<file path="config.mk">
export PLATFORM = sky130hd
export DESIGN_NAME = rgrt_ctrl
export DESIGN_NICKNAME = d
export VERILOG_FILES = /design/src/rtl/rgrt_pkg.sv /design/src/rtl/rgrt_ctrl.sv
export SDC_FILE = /design/constraint.sdc
export NUM_CORES = 1
export LEC_CHECK = 0
export ABC_AREA = 0
export BUFFER_PORTS_ARGS = -buffer_cell sky130_fd_sc_hd__buf_2
export CORE_AREA = 2 2 39 41
export CTS_BUF_LIST = sky130_fd_sc_hd__clkbuf_4
export DETAILED_ROUTE_END_ITERATION = 16
export DIE_AREA = 0 0 41 43
export GPL_ROUTABILITY_DRIVEN = 0
export PLACE_DENSITY_LB_ADDON = 0.3
export SKIP_LAST_GASP = 1
export SLEW_MARGIN = 20
export SYNTH_ARGS = -nofsm -noshare
export SYNTH_HDL_FRONTEND = slang
export SYNTH_SLANG_ARGS = --single-unit
</file>
<file path="constraint.sdc">
create_clock -name clk -period 1.8 [get_ports clk]
set_input_delay 0.36 -clock clk [delete_from_list [all_inputs] [get_ports clk]]
set_output_delay 0.36 -clock clk [all_outputs]
set_load 0.02 [all_outputs]
</file>
<file path="src/rtl/rgrt_pkg.sv">
`timescale 1ns / 1ps
package rgrt_pkg;

	localparam int MAX_CELLS_DEF = 64;
	localparam int CFG_W = 7;
	localparam logic [31:0] MAX_LEN = 32'hFFFF_FFFF;

	localparam logic [1:0] ACT_LOAD = 2'd0;
	localparam logic [1:0] ACT_START = 2'd1;
	localparam logic [1:0] ACT_STEP = 2'd2;

	localparam logic [1:0] REG_CELLS_X = 2'd0;
	localparam logic [1:0] REG_CELLS_Y = 2'd1;
	localparam logic [1:0] REG_CELLS_Z = 2'd2;

	typedef enum logic [1:0] {
		LEN_DIV,
		LEN_ZERO,
		LEN_MAX
	} len_mode_t;

	typedef enum logic [3:0] {
		ST_IDLE,
		ST_SRD,
		ST_SCMP,
		ST_CLAMP,
		ST_WRD,
		ST_DIVGO,
		ST_DIVW,
		ST_SEL,
		ST_MUL,
		ST_ADD
	} state_t;

	typedef struct packed {
		logic       accept_load;
		logic       accept_start;
		logic       emit_zero;
		logic       srch_rd;
		logic       srch_cmp;
		logic       srch_fin;
		logic       clamp;
		logic       div_go;
		logic       sel;
		logic       mul;
		logic       add;
		logic [1:0] adv;
	} cmd_t;

	typedef struct packed {
		logic walk_active;
		logic srch_done;
		logic div_done;
	} sts_t;

endpackage

</file>
<file path="src/rtl/rgrt_ctrl.sv">
`timescale 1ns / 1ps
module rgrt_ctrl (
	input  logic           clk,
	input  logic           arst_n,
	input  logic           start,
	input  logic [1:0]     action,
	input  rgrt_pkg::sts_t sts,
	output rgrt_pkg::cmd_t cmd,
	output logic           busy
);

	rgrt_pkg::state_t state_q;
	rgrt_pkg::state_t state_d;
	logic [1:0]       adv_q;

	always_ff @(posedge clk or negedge arst_n) begin
		if (!arst_n) begin
			state_q <= rgrt_pkg::ST_IDLE;
			adv_q   <= '0;
		end else begin
			state_q <= state_d;
			if (state_q == rgrt_pkg::ST_SEL) begin
				adv_q <= '0;
			end else if (state_q == rgrt_pkg::ST_ADD) begin
				adv_q <= (adv_q == 2'd2) ? 2'd0 : adv_q + 2'd1;
			end
		end
	end

	always_comb begin
		state_d = state_q;
		case (state_q)
			rgrt_pkg::ST_IDLE: begin
				if (start) begin
					if (action == rgrt_pkg::ACT_START) begin
						state_d = rgrt_pkg::ST_SRD;
					end else if (action == rgrt_pkg::ACT_STEP && sts.walk_active) begin
						state_d = rgrt_pkg::ST_CLAMP;
					end
				end
			end
			rgrt_pkg::ST_SRD:   state_d = sts.srch_done ? rgrt_pkg::ST_IDLE : rgrt_pkg::ST_SCMP;
			rgrt_pkg::ST_SCMP:  state_d = rgrt_pkg::ST_SRD;
			rgrt_pkg::ST_CLAMP: state_d = rgrt_pkg::ST_WRD;
			rgrt_pkg::ST_WRD:   state_d = rgrt_pkg::ST_DIVGO;
			rgrt_pkg::ST_DIVGO: state_d = rgrt_pkg::ST_DIVW;
			rgrt_pkg::ST_DIVW:  state_d = sts.div_done ? rgrt_pkg::ST_SEL : rgrt_pkg::ST_DIVW;
			rgrt_pkg::ST_SEL:   state_d = rgrt_pkg::ST_MUL;
			rgrt_pkg::ST_MUL:   state_d = rgrt_pkg::ST_ADD;
			rgrt_pkg::ST_ADD:   state_d = (adv_q == 2'd2) ? rgrt_pkg::ST_IDLE : rgrt_pkg::ST_MUL;
			default:            state_d = rgrt_pkg::ST_IDLE;
		endcase
	end

	always_comb begin
		cmd = '0;
		cmd.adv = adv_q;
		case (state_q)
			rgrt_pkg::ST_IDLE: begin
				if (start) begin
					if (action == rgrt_pkg::ACT_START) begin
						cmd.accept_start = 1'b1;
					end else if (!(action == rgrt_pkg::ACT_STEP && sts.walk_active)) begin
						cmd.accept_load = (action == rgrt_pkg::ACT_LOAD);
						cmd.emit_zero   = 1'b1;
					end
				end
			end
			rgrt_pkg::ST_SRD: begin
				if (sts.srch_done) begin
					cmd.srch_fin  = 1'b1;
					cmd.emit_zero = 1'b1;
				end else begin
					cmd.srch_rd = 1'b1;
				end
			end
			rgrt_pkg::ST_SCMP:  cmd.srch_cmp = 1'b1;
			rgrt_pkg::ST_CLAMP: cmd.clamp = 1'b1;
			rgrt_pkg::ST_DIVGO: cmd.div_go = 1'b1;
			rgrt_pkg::ST_SEL:   cmd.sel = 1'b1;
			rgrt_pkg::ST_MUL:   cmd.mul = 1'b1;
			rgrt_pkg::ST_ADD:   cmd.add = 1'b1;
			default:            cmd.adv = adv_q;
		endcase
	end

	assign busy = (state_q != rgrt_pkg::ST_IDLE);

endmodule

</file>
==> flow_summary.ini <==
[status]
outcome = finished clean

[floorplan]
die_x_um = 41
num_rows = 14
pin_count = 22
start_util = 0.332
core-area_um2 = 1380
die_y_um = 43
dieArea_um2 = 1760

[critical_path]
cp_cell_sequence = nor4_4 -> nand2_1 -> nor3_2 -> buf_4
cp.arrival_ns = 1.43
crit_path_max_fanout = 4
critPathLaunchType = register
cp_top_family = simple AND/OR/NAND/NOR gates
cp.required_ns = 1.44
crit_path_end_kind = primary output
reg2reg_depth = 5
critical_path_class = reg -> out
worstSetupPathDepth = 4
critical-path-slowest-cell = dfrtp_2
critPathBufInv = 1
slowest_delay_ns = 0.43

[global_route]
antenna_found_initial = 0
overflow = 0
grt_usage = 0.134
grt_pass1_vias = 399
grt_pass1_wl_mm = 1.66
grt_max_degree = 12

[sta]
fin_crit_ns = 1.79
fin_hold_ws_ns = 0.475
setup_viol = 0
rsz0062_at_grt = yes
slew_viol_final = 0
slew_headroom = 0.802
max_freq_mhz = 559
clock_skew_ns = 0.00125
worst_pin_slew_ns = 0.295
fin_crit_sh = 0.995
finalHoldViolCount = 0

[logic_synthesis]
synth_cells = 56
yosysWarnings = 0
synth-seq-cells = 6
synth_fp_nets = 64
ys_types = 28
ys_seq_area_frac = 0.327
synth_area_um2 = 459
synth_area_per_cell_um2 = 8.20

[routing]
drtPass1Iterations = 4
num_vias = 514
drc = 0
drt_iter0_drc = 15
drtAntennaViolNets = 0
avgRoutedWirePerCell_um = 11.4
viasPerCell = 5.04
wirelength_mm = 1.16

[final_layout]
antennaDiodeCount = 0
syn2layout_area_growth_pct = 56.1
final_common_cell = buf_2
fin_area_um2 = 717
final_cell_mix = buf_2, buf_4, nor2_1
layout.cells.non_filler = 102
post-route-util = 0.518
n_fill_cell = 132
nets = 96
drive_above_1_share = 0.547

[pwr]
power-per-cell-area_nw_per_um2 = 1660
switching_share = 0.469
p_int_uw = 633
seq_power_share = 0.243
clkPwrFrac = 0.095
pwr-share-comb = 0.662
switching_power_uw = 559
peakVddDrop_v = 0.000746
p_leak_uw = 0.000346

[clock_tree]
cts_max_path_buffers = 2
path_clk_slew_ns = 0.04
cts-root-buf = clkbuf_4
cts_made_buffers = 3
insertion_delay_ns = 0.23
cts.sinks = 6
cts_tree = yes
cts_htree_levels = 1

[placed_design]
dp_cells = 91
io_buffers = 21
dpl.hpwl_um = 757
place_area_um2 = 583

[flow_run]
maxCapViolCount = 0

[worst_hold_path]
hold_class = in -> async
-- path summary, 6_finish.rpt --
check | start | slack (ns) | endpoint
worst max register to register | state_q[2] | 0.48 | state_q[1]
worst max-delay path | state_q[2] | 0.01 | cmd[12]
worst min register to register | state_q[3] | 0.58 | state_q[2]
min in group clk | sts[0] | 0.54 | state_q[0]
max in group asynchronous | arst_n | 1.18 | state_q[0]
worst min-delay path | arst_n | 0.47 | state_q[1]
-- sequential cells by signal, summed over array words and instances, names as in the netlist --
| name | cells |
|---|---|
| state_q | 4 |
| adv_q | 2 |
-- cell type report --
| cell class | instances | area (µm²) | share of cell area |
|---|---|---|---|
| clock buffers | 3 | 22.5 | 0.0314 |
| repair buffers | 31 | 198 | 0.276 |
| flip-flops and latches | 6 | 154 | 0.215 |
| inverters | 2 | 7.51 | 0.0105 |
| multi-input cells | 44 | 315 | 0.440 |
| well taps | 16 | 20.0 | 0.0279 |
-- cell families (layout without fill, tap and decap cells) --
kind of cell	after synthesis	after routing	share of synthesized area
and+or+nand+nor	29	29	0.392
AOI/OAI and AO/OA	13	13	0.163
DFF	6	6	0.327
xor gates and xnor gates	1	1	0.0191
buffers and inverters	6	36	0.0763
muxes	1	1	0.0218
-- stage by stage --
stage	power (µW)	setup TNS, ns	worst slack [ns]
after CTS	1070	-0.0228	-0.0228
after detailed placement	940	0	0.0408
after floorplan	796	0	0.0309
after global routing	1290	-0.0831	-0.0536
after global placement	940	0	0.0615
final	1190	0	0.00970
-- routing by layer --
metal	part of all wire	routed length (µm)	GRT usage
met2	0.51	594	0.184
met5	0	0	0
met4	0	0	0.0400
met3	0.045	52	0.0314
met1	0.44	515	0.203
-- cells in the mapped netlist --
master	number	area share
o21ai_1	1	0.011
nor4b_1	2	0.038
a2111oi_1	1	0.022
and4_1	1	0.019
and3_1	2	0.027
nand2_1	3	0.025
nor2_1	7	0.057
mux2i_1	1	0.022
a21oi_1	4	0.044
nor2_2	1	0.014
buf_4	1	0.016
o21ai_0	5	0.054
nor4_4	1	0.046
a211o_1	1	0.019
nand3b_1	2	0.033
buf_2	1	0.011
inv_1	1	0.0082
inv_2	1	0.0082
dfrtp_1	6	0.33
a31oi_1	1	0.014
nand2b_2	1	0.019
nor3_1	3	0.033
buf_6	1	0.025
nor4_1	1	0.014
nor2b_1	2	0.027
xnor2_1	1	0.019
nand2b_1	3	0.041
clkbuf_1	1	0.0082
-- power groups by stage --
stage | clock (µW) | sequential, µW | combinational, µW
after floorplan | 0 | 265 | 531
after global placement | 0 | 325 | 615
after detailed placement | 0 | 324 | 616
after CTS | 119 | 327 | 622
after global routing | 129 | 296 | 865
final | 113 | 290 | 789
-- what timing repair did --
| item | in CTS | in global routing |
|---|---|---|
| setup endpoints to repair | 5 | 7 |
| hold buffers | 1 | 0 |
| endpoints found under the hold margin | 6 | 0 |
| gates resized for setup | 2 | 15 |
| pin swaps | 1 | 4 |
| setup buffers | 0 | 7 |
Power figures use the tool's default switching activity.
